## src/sv/scr_pkg.sv

```systemverilog
// Shared types and codes for the snoop coherence responder.
// No dependencies; used by every module of the block.
package scr_pkg;

  // Transaction kinds.
  localparam logic [2:0] KIND_READ      = 3'd0;
  localparam logic [2:0] KIND_READ_EX   = 3'd1;
  localparam logic [2:0] KIND_UPGRADE   = 3'd2;
  localparam logic [2:0] KIND_UPDATE    = 3'd3;
  localparam logic [2:0] KIND_RD_COUNTS = 3'd4;

  // Line state encoding, three bits per cache.
  localparam logic [2:0] ST_INVALID    = 3'd0;
  localparam logic [2:0] ST_SHARED     = 3'd1;
  localparam logic [2:0] ST_EXCLUSIVE  = 3'd2;
  localparam logic [2:0] ST_MODIFIED   = 3'd3;
  localparam logic [2:0] ST_SHARED_MOD = 3'd4;

  // Protocol mode value that selects the update protocol.
  localparam logic [1:0] PROTO_UPDATE = 2'd2;

  // Configuration register indexes (taken from paddr bit 2).
  localparam logic REG_PROTOCOL_MODE     = 1'b0;
  localparam logic REG_ACTIVE_PROCESSORS = 1'b1;

  // Widths fixed by the interface.
  localparam int NUM_SLOTS = 8;
  localparam int ST_W      = 3;
  localparam int CNT_W     = 32;

  typedef struct packed {
    logic [2:0]  kind;
    logic [2:0]  requester;
    logic [31:0] line_address;
    logic [23:0] line_states;
    logic [7:0]  present_mask;
  } in_word_t;

  typedef struct packed {
    logic [23:0] new_states;
    logic [31:0] echo_address;
    logic        copy_exists;
    logic [7:0]  intervention_mask;
    logic [7:0]  flush_mask;
    logic [7:0]  invalidation_mask;
    logic [7:0]  writeback_mask;
    logic [31:0] count_interventions;
    logic [31:0] count_flushes;
    logic [31:0] count_invalidations;
    logic [31:0] count_writebacks;
  } out_word_t;

  // Actions one cache performs for one transaction.
  typedef struct packed {
    logic iv;
    logic fl;
    logic inv;
    logic wb;
  } lane_act_t;

  // Event counters held by one lane.
  typedef struct packed {
    logic [CNT_W-1:0] ivc;
    logic [CNT_W-1:0] flc;
    logic [CNT_W-1:0] invc;
    logic [CNT_W-1:0] wbc;
  } lane_cnt_t;

endpackage

```

## src/sv/scr_lane.sv

```systemverilog
// One snooping cache's lane: coherence rules and that cache's event counters.
// Depends on scr_pkg.
module scr_lane (
  input  logic                   clk,
  input  logic                   rst_n,
  input  logic                   snoop,
  input  logic                   fire,
  input  logic                   upd,
  input  logic [2:0]             kind,
  input  logic [scr_pkg::ST_W-1:0] state_in,
  output logic [scr_pkg::ST_W-1:0] state_out,
  output scr_pkg::lane_act_t     act,
  output scr_pkg::lane_cnt_t     cnt
);
  import scr_pkg::*;

  lane_cnt_t cnt_r, cnt_nxt;

  // Per-cache transition rules for the snooped transaction.
  always_comb begin
    state_out = state_in;
    act       = '0;
    if (snoop) begin
      case (kind)
        KIND_READ: begin
          if (state_in == ST_EXCLUSIVE) begin
            state_out = ST_SHARED;
            act.iv    = 1'b1;
          end else if (state_in == ST_MODIFIED) begin
            act.iv = 1'b1;
            act.fl = 1'b1;
            if (upd) begin
              state_out = ST_SHARED_MOD;
            end else begin
              state_out = ST_SHARED;
              act.wb    = 1'b1;
            end
          end else if (state_in == ST_SHARED_MOD && upd) begin
            act.fl = 1'b1;
          end
        end
        KIND_READ_EX: begin
          if (state_in == ST_MODIFIED) begin
            state_out = ST_INVALID;
            act.wb    = 1'b1;
            act.inv   = 1'b1;
            act.fl    = 1'b1;
          end else if (state_in inside {ST_SHARED, ST_EXCLUSIVE}) begin
            state_out = ST_INVALID;
            act.inv   = 1'b1;
          end
        end
        KIND_UPGRADE: begin
          if (state_in == ST_SHARED) begin
            state_out = ST_INVALID;
            act.inv   = 1'b1;
          end
        end
        KIND_UPDATE: begin
          if (state_in == ST_SHARED_MOD) begin
            state_out = ST_SHARED;
          end
        end
        default: begin
        end
      endcase
    end
  end

  // Counters advance on the accepting edge; they wrap at 2^32.
  always_comb begin
    cnt_nxt = cnt_r;
    if (fire) begin
      if (act.iv)  cnt_nxt.ivc  = cnt_r.ivc + CNT_W'(1);
      if (act.fl)  cnt_nxt.flc  = cnt_r.flc + CNT_W'(1);
      if (act.inv) cnt_nxt.invc = cnt_r.invc + CNT_W'(1);
      if (act.wb)  cnt_nxt.wbc  = cnt_r.wbc + CNT_W'(1);
    end
  end

  always_ff @(posedge clk) begin
    if (!rst_n) begin
      cnt_r <= '0;
    end else begin
      cnt_r <= cnt_nxt;
    end
  end

  assign cnt = cnt_r;

endmodule

```

## src/sv/scr_merge.sv

```systemverilog
// Merging stage: gathers lane states and actions into one result word.
// Depends on scr_pkg; fed by the scr_lane instances.
module scr_merge #(
  parameter int MAX_PROCESSORS = 8
) (
  input  scr_pkg::in_word_t  in_word,
  input  logic [MAX_PROCESSORS-1:0] snoop,
  input  logic [scr_pkg::ST_W-1:0] lane_state [MAX_PROCESSORS],
  input  scr_pkg::lane_act_t lane_act [MAX_PROCESSORS],
  input  scr_pkg::lane_cnt_t lane_cnt [MAX_PROCESSORS],
  output scr_pkg::out_word_t res
);
  import scr_pkg::*;

  localparam int IDX_W = (MAX_PROCESSORS > 1) ? $clog2(MAX_PROCESSORS) : 1;

  lane_cnt_t sel_cnt;

  // Counter readback for the requester, zero for any other kind or an out-of-range requester.
  always_comb begin
    sel_cnt = '0;
    if (in_word.kind == KIND_RD_COUNTS && 32'(in_word.requester) < MAX_PROCESSORS) begin
      sel_cnt = lane_cnt[in_word.requester[IDX_W-1:0]];
    end
  end

  // Slots beyond the lane count echo their state and take no action.
  always_comb begin
    res                   = '0;
    res.new_states        = in_word.line_states;
    res.echo_address      = in_word.line_address;
    res.copy_exists       = |snoop;
    for (int i = 0; i < MAX_PROCESSORS; i++) begin
      res.new_states[ST_W*i +: ST_W] = lane_state[i];
      res.intervention_mask[i]       = lane_act[i].iv;
      res.flush_mask[i]              = lane_act[i].fl;
      res.invalidation_mask[i]       = lane_act[i].inv;
      res.writeback_mask[i]          = lane_act[i].wb;
    end
    res.count_interventions = sel_cnt.ivc;
    res.count_flushes       = sel_cnt.flc;
    res.count_invalidations = sel_cnt.invc;
    res.count_writebacks    = sel_cnt.wbc;
  end

endmodule

```

## src/sv/snoop_coherence_responder_core.sv

```systemverilog
// Snoop coherence responder, top level: config registers, lanes, merge and output buffer.
// Depends on scr_pkg, scr_lane and scr_merge.
//
// The responder takes one snooped word per clock while in_ready is high and returns one
// result word per input through the output register. Every cache has its own lane
// that applies the MSI/MESI or update-protocol rules and keeps that cache's four event
// counters; all lanes evaluate in the accepting cycle and a merge stage builds the result,
// which lands in an output register backed by a one-word skid buffer, so in_ready drops
// only when both hold a word. Counter increments take effect at the accepting edge, so a
// read-counters word sees every word accepted before it. Configuration (protocol_mode at
// byte address 0, active_processors at 4) must be written while no word is in flight.
module snoop_coherence_responder_core #(
  parameter int MAX_PROCESSORS = 8
) (
  input  logic               clk,
  input  logic               rst_n,
  input  logic               in_valid,
  output logic               in_ready,
  input  scr_pkg::in_word_t  in_word,
  output logic               out_valid,
  input  logic               out_ready,
  output scr_pkg::out_word_t out_word,
  input  logic               psel,
  input  logic               penable,
  input  logic               pwrite,
  input  logic [2:0]         paddr,
  input  logic [31:0]        pwdata,
  output logic [31:0]        prdata,
  output logic               pready
);
  import scr_pkg::*;

  logic [1:0] protocol_mode_r;
  logic [3:0] active_procs_r;

  logic       in_acc;
  logic       upd;
  logic [MAX_PROCESSORS-1:0] snoop;
  logic [ST_W-1:0] lane_state [MAX_PROCESSORS];
  lane_act_t  lane_act [MAX_PROCESSORS];
  lane_cnt_t  lane_cnt [MAX_PROCESSORS];
  out_word_t  res;

  logic       out_valid_r, out_valid_nxt;
  logic       skid_valid_r, skid_valid_nxt;
  out_word_t  out_word_r, out_word_nxt;
  out_word_t  skid_word_r, skid_word_nxt;

  // Configuration registers, written on the APB access phase.
  always_ff @(posedge clk) begin
    if (!rst_n) begin
      protocol_mode_r <= 2'd0;
      active_procs_r  <= 4'd4;
    end else if (psel && penable && pwrite) begin
      if (paddr[2] == REG_PROTOCOL_MODE) begin
        protocol_mode_r <= pwdata[1:0];
      end else begin
        active_procs_r <= pwdata[3:0];
      end
    end
  end

  assign pready = 1'b1;
  assign prdata = (paddr[2] == REG_ACTIVE_PROCESSORS) ? {28'd0, active_procs_r}
                                                      : {30'd0, protocol_mode_r};

  assign in_ready = !skid_valid_r;
  assign in_acc   = in_valid && in_ready;
  assign upd      = (protocol_mode_r == PROTO_UPDATE);

  // One lane per cache; a lane snoops when active, present and not the requester.
  for (genvar g = 0; g < MAX_PROCESSORS; g++) begin : g_lane
    assign snoop[g] = (32'(active_procs_r) > g) && (32'(in_word.requester) != g)
                      && in_word.present_mask[g];

    scr_lane u_lane (
      .clk       (clk),
      .rst_n     (rst_n),
      .snoop     (snoop[g]),
      .fire      (in_acc),
      .upd       (upd),
      .kind      (in_word.kind),
      .state_in  (in_word.line_states[ST_W*g +: ST_W]),
      .state_out (lane_state[g]),
      .act       (lane_act[g]),
      .cnt       (lane_cnt[g])
    );
  end

  scr_merge #(
    .MAX_PROCESSORS (MAX_PROCESSORS)
  ) u_merge (
    .in_word    (in_word),
    .snoop      (snoop),
    .lane_state (lane_state),
    .lane_act   (lane_act),
    .lane_cnt   (lane_cnt),
    .res        (res)
  );

  // Output register with a one-word skid buffer behind it.
  always_comb begin
    out_valid_nxt  = out_valid_r;
    skid_valid_nxt = skid_valid_r;
    out_word_nxt   = out_word_r;
    skid_word_nxt  = skid_word_r;
    if (!out_valid_r || out_ready) begin
      out_valid_nxt  = skid_valid_r || in_acc;
      out_word_nxt   = skid_valid_r ? skid_word_r : res;
      skid_valid_nxt = 1'b0;
    end else if (in_acc) begin
      skid_valid_nxt = 1'b1;
      skid_word_nxt  = res;
    end
  end

  always_ff @(posedge clk) begin
    if (!rst_n) begin
      out_valid_r  <= 1'b0;
      skid_valid_r <= 1'b0;
    end else begin
      out_valid_r  <= out_valid_nxt;
      skid_valid_r <= skid_valid_nxt;
    end
  end

  always_ff @(posedge clk) begin
    out_word_r  <= out_word_nxt;
    skid_word_r <= skid_word_nxt;
  end

  assign out_valid = out_valid_r;
  assign out_word  = out_word_r;

endmodule

```

## config.mk

```make
export PLATFORM = sky130hd
export DESIGN_NAME = snoop_coherence_responder_core
export DESIGN_NICKNAME = d
export VERILOG_FILES = /design/src/sv/scr_pkg.sv /design/src/sv/scr_lane.sv /design/src/sv/scr_merge.sv /design/src/sv/snoop_coherence_responder_core.sv
export SDC_FILE = /design/constraint.sdc
export NUM_CORES = 2
export LEC_CHECK = 0
export BUFFER_PORTS_ARGS = -buffer_cell sky130_fd_sc_hd__buf_4
export CAP_MARGIN = 20
export CELL_PAD_IN_SITES_DETAIL_PLACEMENT = 1
export CELL_PAD_IN_SITES_GLOBAL_PLACEMENT = 1
export CORE_UTILIZATION = 37
export CTS_BUF_LIST = sky130_fd_sc_hd__clkbuf_2 sky130_fd_sc_hd__clkbuf_4 sky130_fd_sc_hd__clkbuf_8
export DETAILED_ROUTE_END_ITERATION = 8
export PLACE_DENSITY = 0.72
export SYNTH_ARGS = -nofsm -noshare
export SYNTH_HDL_FRONTEND = slang
export SYNTH_SLANG_ARGS = --single-unit
```

## constraint.sdc

```tcl
create_clock -name clk -period 28.7 [get_ports clk]
set_clock_uncertainty 0.05 [all_clocks]
set_input_delay 1.435 -clock clk [delete_from_list [all_inputs] [get_ports clk]]
set_output_delay 1.435 -clock clk [all_outputs]
set_load 0.01 [all_outputs]
```

Yosys cells after proc, flatten, opt, wreduce, memory -nomap -nowiden
Cells that the tools add are included.

operators by class
  add/sub/neg operators = 32
  $lt $le $gt $ge = 9
  equal/unequal tests = 44
  mux-type cells = 192
  bitwise logic cells = 4
  reduce and logical (&&, ||, !) cells = 78

operator list
  kind                                                                              number
  32-bit by 1-bit adder with 32-bit output (second input constant)                  32
  128-bit binary-select mux with 3-bit select                                       1
  128-bit 2-to-1 mux                                                                3
  217-bit 2-to-1 mux                                                                1
  3-bit 2-to-1 mux                                                                  57
  3-bit one-hot mux with 4 select lines                                             8
  1-bit 2-to-1 mux                                                                  89
  2-bit AND reduction                                                               35
  3-bit by 2-bit == test with 1-bit output (second input constant)                  18
  1-bit one-hot mux with 2 select lines                                             24
  4-bit 2-to-1 mux                                                                  9
  3-bit by 1-bit == test with 1-bit output (second input constant)                  9
  3-bit == test (second input constant)                                             9
  1-bit logical AND                                                                 27
  4-bit by 3-bit greater-than comparator with 1-bit output (second input constant)  4
  2-bit nonzero test                                                                8
  3-bit != test (second input constant)                                             4
  4-bit by 1-bit greater-than comparator with 1-bit output (second input constant)  2
  4-bit by 2-bit greater-than comparator with 1-bit output (second input constant)  2
  8-bit OR reduction                                                                1
  3-bit by 2-bit != test with 1-bit output (second input constant)                  2
  4-bit greater-or-equal comparator (second input constant)                         1
  3-bit NOT with 4-bit output                                                       1
  3-bit zero test                                                                   1
  7 further kinds                                                                   11

word-level totals
  register bits = 1,466
  bits of input ports = 112
  output and inout bits = 252
  logic and storage cells = 417

Depth between registers and ports, before layout
  depth in word-level cells = 8
  gate-level depth with buffers = 9
  mapped depth without buffers = 6

Hierarchy
Synthesis repeated with hierarchy kept, for this count alone.

unflattened totals
  cell total of the unflattened synthesis = 7,121
  area, all modules = 76,722.3 um2

modules (own cells, without submodules)
  module                            instances  cells an instance  area an instance (um2)  sequential area each (um2)
  scr_lane at g_lane[0].u_lane ...  7          719                6,447.4                 2,562.5
  snoop_coherence_responder_core    1          770                17,285.3                13,192.7
  scr_merge                         1          562                8,081.5                 0.0
  scr_lane at g_lane[7].u_lane      1          756                6,223.5                 2,562.5

Worst setup path after synthesis
No wires, ideal clock.

  kind = input -> register
  start = input port out_ready
  end = register skid_word_r[0] in the netlist's numbering (enable)
  setup time = 2,549 ps
  arrival time = 21,699 ps
  path slack = 4,402 ps
  stages on the path = 2
  buffers on the path = 0
  cell sequence = nand2b_1 -> nor2_1

on the way
  cells in the longest elaborated chain, start to end = 3

RTL lines
  item                           line                                   RTL
  start, declared                snoop_coherence_responder_core.sv:21   input logic out_ready,
  1-bit logical OR               snoop_coherence_responder_core.sv:107  if (!out_valid_r || out_ready) begin
  1-bit NOT (no line)            --
  2-bit AND reduction (no line)  --
  end signal, assigned           snoop_coherence_responder_core.sv:129  skid_word_r <= skid_word_nxt;
  end, declared                  snoop_coherence_responder_core.sv:47   out_word_t skid_word_r, skid_word_nxt;

Every way passes these cells.
A chain may end at the register's enable or synchronous reset.

Worst setup path after layout
  start = input port in_word[64] in the netlist's numbering
  end = register out_word_r, in the netlist out_word[66], data pin

on the way
  cells in the longest elaborated chain, start to end = 6

RTL lines
  item                                                   line                                   RTL
  start, declared                                        snoop_coherence_responder_core.sv:19   input scr_pkg::in_word_t in_word,
  3-bit NOT with 4-bit output (implied by the code)      scr_merge.sv:23                        sel_cnt = lane_cnt[in_word.requester[IDX_W-1:0]];
  128-bit binary-select mux with 3-bit select            scr_merge.sv:23
  128-bit 2-to-1 mux (implied by the code) (2 in a row)  scr_merge.sv:23
  128-bit 2-to-1 mux                                     scr_merge.sv:22                        if (in_word.kind == KIND_RD_COUNTS && 32'(in_word.requester) < MAX_PROCESSORS) begin
  217-bit 2-to-1 mux                                     snoop_coherence_responder_core.sv:109  out_word_nxt = skid_valid_r ? skid_word_r : res;
  end signal, assigned                                   snoop_coherence_responder_core.sv:128  out_word_r <= out_word_nxt;
  end, declared                                          snoop_coherence_responder_core.sv:46   out_word_t out_word_r, out_word_nxt;

Every way passes these cells. The select of a mux whose other input is x is not followed.

==> impl_metrics.ini <==
[run_status]
run_status = complete, but fails checks
violations_in_the_final_reports = DRC

[timing]
maxClockFrequency_mhz = 215
drv_slew = 0
layout_min_cycle_time_ps = 4650
final_hold_viol_count = 0
report.final.setup_viol = 0
fin_setup_tns_ps = 0
relSlewSlack_pct = 18.6
unrepaired_setup_endpoints_after_global_routing = no
final_min_period_over_clock_period_pct = 16.2
worst_slew_pin_tran_ps = 1210

[logic_synthesis]
synth_cell_types = 79
ys_ff_latch = 1466
mappedNetlistArea_sq_um = 74700
post_synth_xor_area_fraction_pct = 4.28
synthesized_area_fraction_occupied_by_and_or_nand_nor_cells_pct = 23.7
ys_dominant_reg_cell = sky130_fd_sc_hd__dfxtp_1
synth_top_area_share_pct = 27.7
syn-instance-count = 7797
synth_enable_flop_cells = 434
average_cell_area_after_synthesis_sq_um = 9.58
yosys_warnings = 0
share_of_synthesized_cell_area_in_full_adder_half_adder_and_majority_cells_pct = 0.536
ys_seq_area_share_pct = 45.1
synth.cells.most_frequent = sky130_fd_sc_hd__dfxtp_1 (1032), sky130_fd_sc_hd__nor2_1 (651), sky130_fd_sc_hd__nand2_1 (593)
postSynth.asyncResetShare_pct = 0
synth_top_family_by_area = simple AND/OR/NAND/NOR gates
synth_top_cell_by_area = sky130_fd_sc_hd__dfxtp_1
synth_top_cells_by_area = sky130_fd_sc_hd__dfxtp_1 (28%), sky130_fd_sc_hd__edfxtp_1 (17%), sky130_fd_sc_hd__mux4_2 (7.7%), sky130_fd_sc_hd__a21oi_1 (3.9%), sky130_fd_sc_hd__nor2_1 (3.3%)
yosysMostFrequentCell = sky130_fd_sc_hd__dfxtp_1
compound_gate_fraction_of_synth_area_pct = 11.4
synth_mux_area_share_pct = 11.3

[pwr]
total_leakage_power_nw = 26.8
ir_drop_uv = 38.2
power_density_nw_per_um2 = 53.4
fin_total_pwr_mw = 4.54

[clocking]
clock_sink_count = 1466
root_buffer = sky130_fd_sc_hd__clkbuf_8
clock_tree.buffer_depth = 4
clock_latency_of_the_later_clocked_register_in_the_worst_skew_pair_ps = 1070
cts_tree = done
ctsResizeCount = 0
htree_num_levels = 5
post_cts.repair.setup_buffers = 0
clk_pin_slew_worst_paths_ps = 60
cts_buffer_count = 286
hold_buffers = 0

[route]
totalWireLength_um = 263000
post_drt_via_cell_ratio = 6.01
detail_route.first_pass.iterations = 8
drc = 44
drt.antenna.violating_nets = 0
drtIter0Drc = 4931
routedWlPerCell_um = 24.2
via_count = 65300

[setup_path]
crit_required_ps = 29350
critical_path.endpoint_type = register
cpPeakStageDelay_ps = 830
critical_path.cell_chain = buf_8 -> buf_4 -> buf_4 -> buf_4 -> mux4_2 -> mux2i_1 -> o31ai_1
cp_slowest_cell = sky130_fd_sc_hd__buf_4
timing.critical_path.fanout_max = 49
worst-r2r-setup-slack_ps = 24440
worstSetupPathType = in2reg
path_delay_family = buffers and inverters
startpoint_type = input port
crit_path_frequent_cell = sky130_fd_sc_hd__buf_4
crit_buf_inv = 4
worstPathArrival_ps = 5300

[placement]
gp_routability_congestion = 0.880
io_buffers = 304
detailedPlacementHpwl_um = 188000
place_area_sq_um = 79200

[die]
die-height_um = 451
die_area_sq_um = 204000
initial_utilization_pct = 37.3
placementRows = 164
fp.dieW_um = 451
coreArea_sq_um = 200000
ios = 364

[grt]
antenna_found_initial = 26
grt_start_max_net_pins = 146
overflow = 0
first_global_vias = 65500
first_pass_grt_wire_length_um = 397000
track_usage_pct = 25.0

[cells_and_area]
finalCoreUtilization_pct = 42.5
post-route-cell-area_sq_um = 85000
num-fill-cells = 22700
flow.area_growth_from_synthesis_pct = 13.8
drive_gt1_share_pct = 15.3
design.final.nets = 8141

[hold_path]
hold_class = reg2reg

[job]
timing.max_cap.violations = 0
[layer usage]
metal	GRT usage, %	vias to the layer above	wire length [um]	share of wire, %
li1	-	29800	-	-
met1	30.9	33100	109000	41
met2	40.9	1857	125000	47
met3	4.46	578	14700	5.6
met4	14.4	10	14600	5.6
met5	0	-	65	0.025
[metrics by stage]
stage                     worst slack, ps  hold slack, ps  std cells
after global routing                23790             445      10900
after detailed placement            22900             424      10400
after floorplan                      4400             389       7824
after global placement              22940             404      10400
final                               24050             419      10900
after CTS                           24000             391      10800
[worst reg2reg max path: stages, from the launching register on]
cell and delay [ps]:
sky130_fd_sc_hd__dfxtp_4 510, sky130_fd_sc_hd__buf_4 430, sky130_fd_sc_hd__nor2b_4 520, sky130_fd_sc_hd__and4_1 830
sky130_fd_sc_hd__nand4b_1 880, sky130_fd_sc_hd__or4_1 760, sky130_fd_sc_hd__a21oi_1 140
[flip-flops by register name (all words and copies together) (netlist names)]
signal             cells
g_lane.u_lane.cnt   1024
out_word             217
skid_word_r          217
active_procs_r         4
protocol_mode_r        2
out_valid              1
skid_valid_r           1
[path summary, 6_finish.rpt]
kind / from / endpoint / depth (start not counted)
setup / recovery: in_word[64] / out_word[66] / 7
hold / removal: skid_word_r[86] / out_word[86] / 2
setup reg to reg: skid_valid_r / g_lane[5].u_lane.cnt[88] / 6
hold reg to reg: skid_word_r[86] / out_word[86] / 2
[cell families after synthesis]
group | after synthesis
compound gates | 1446
xor+xnor | 365
fa+ha+maj | 32
buf+inv | 679
flops | 1466
mux | 519
other cells | 2
simple gates | 3288
[where the power goes]
part	switching, mW	internal [mW]
Clock	0.936	1.21
Combinational	0.154	0.0710
Sequential	0.0115	2.16
Total	1.10	3.44
[placed cells by master, fill, tap and decap left out, types with 256 or more instances in the layout]
cell type	synthesis	final
sky130_fd_sc_hd__or3_1	379	379
sky130_fd_sc_hd__nand2_1	593	592
sky130_fd_sc_hd__dfxtp_1	1032	1031
sky130_fd_sc_hd__a21oi_1	588	588
sky130_fd_sc_hd__xnor2_1	264	264
sky130_fd_sc_hd__o31ai_1	312	312
sky130_fd_sc_hd__edfxtp_1	434	434
sky130_fd_sc_hd__nor2_1	651	650
sky130_fd_sc_hd__o21ai_0	395	395
sky130_fd_sc_hd__clkbuf_8	0	333
sky130_fd_sc_hd__nand3_1	349	347
sky130_fd_sc_hd__mux4_2	256	256
sky130_fd_sc_hd__nand4_1	343	343
sky130_fd_sc_hd__buf_4	29	392
[layout make-up]
type / instances / area [sq um] / area share (%)
well taps: 2656 / 3320 / 3.91
inverters: 158 / 601 / 0.707
multi-input cells: 5679 / 38500 / 45.3
clock inverters: 51 / 343 / 0.403
diodes: 17 / 42.5 / 0.0501
flip-flops and latches: 1466 / 33700 / 39.6
repair buffers: 406 / 3140 / 3.69
clock buffers: 431 / 5310 / 6.25
Power figures use the tool's default switching activity.
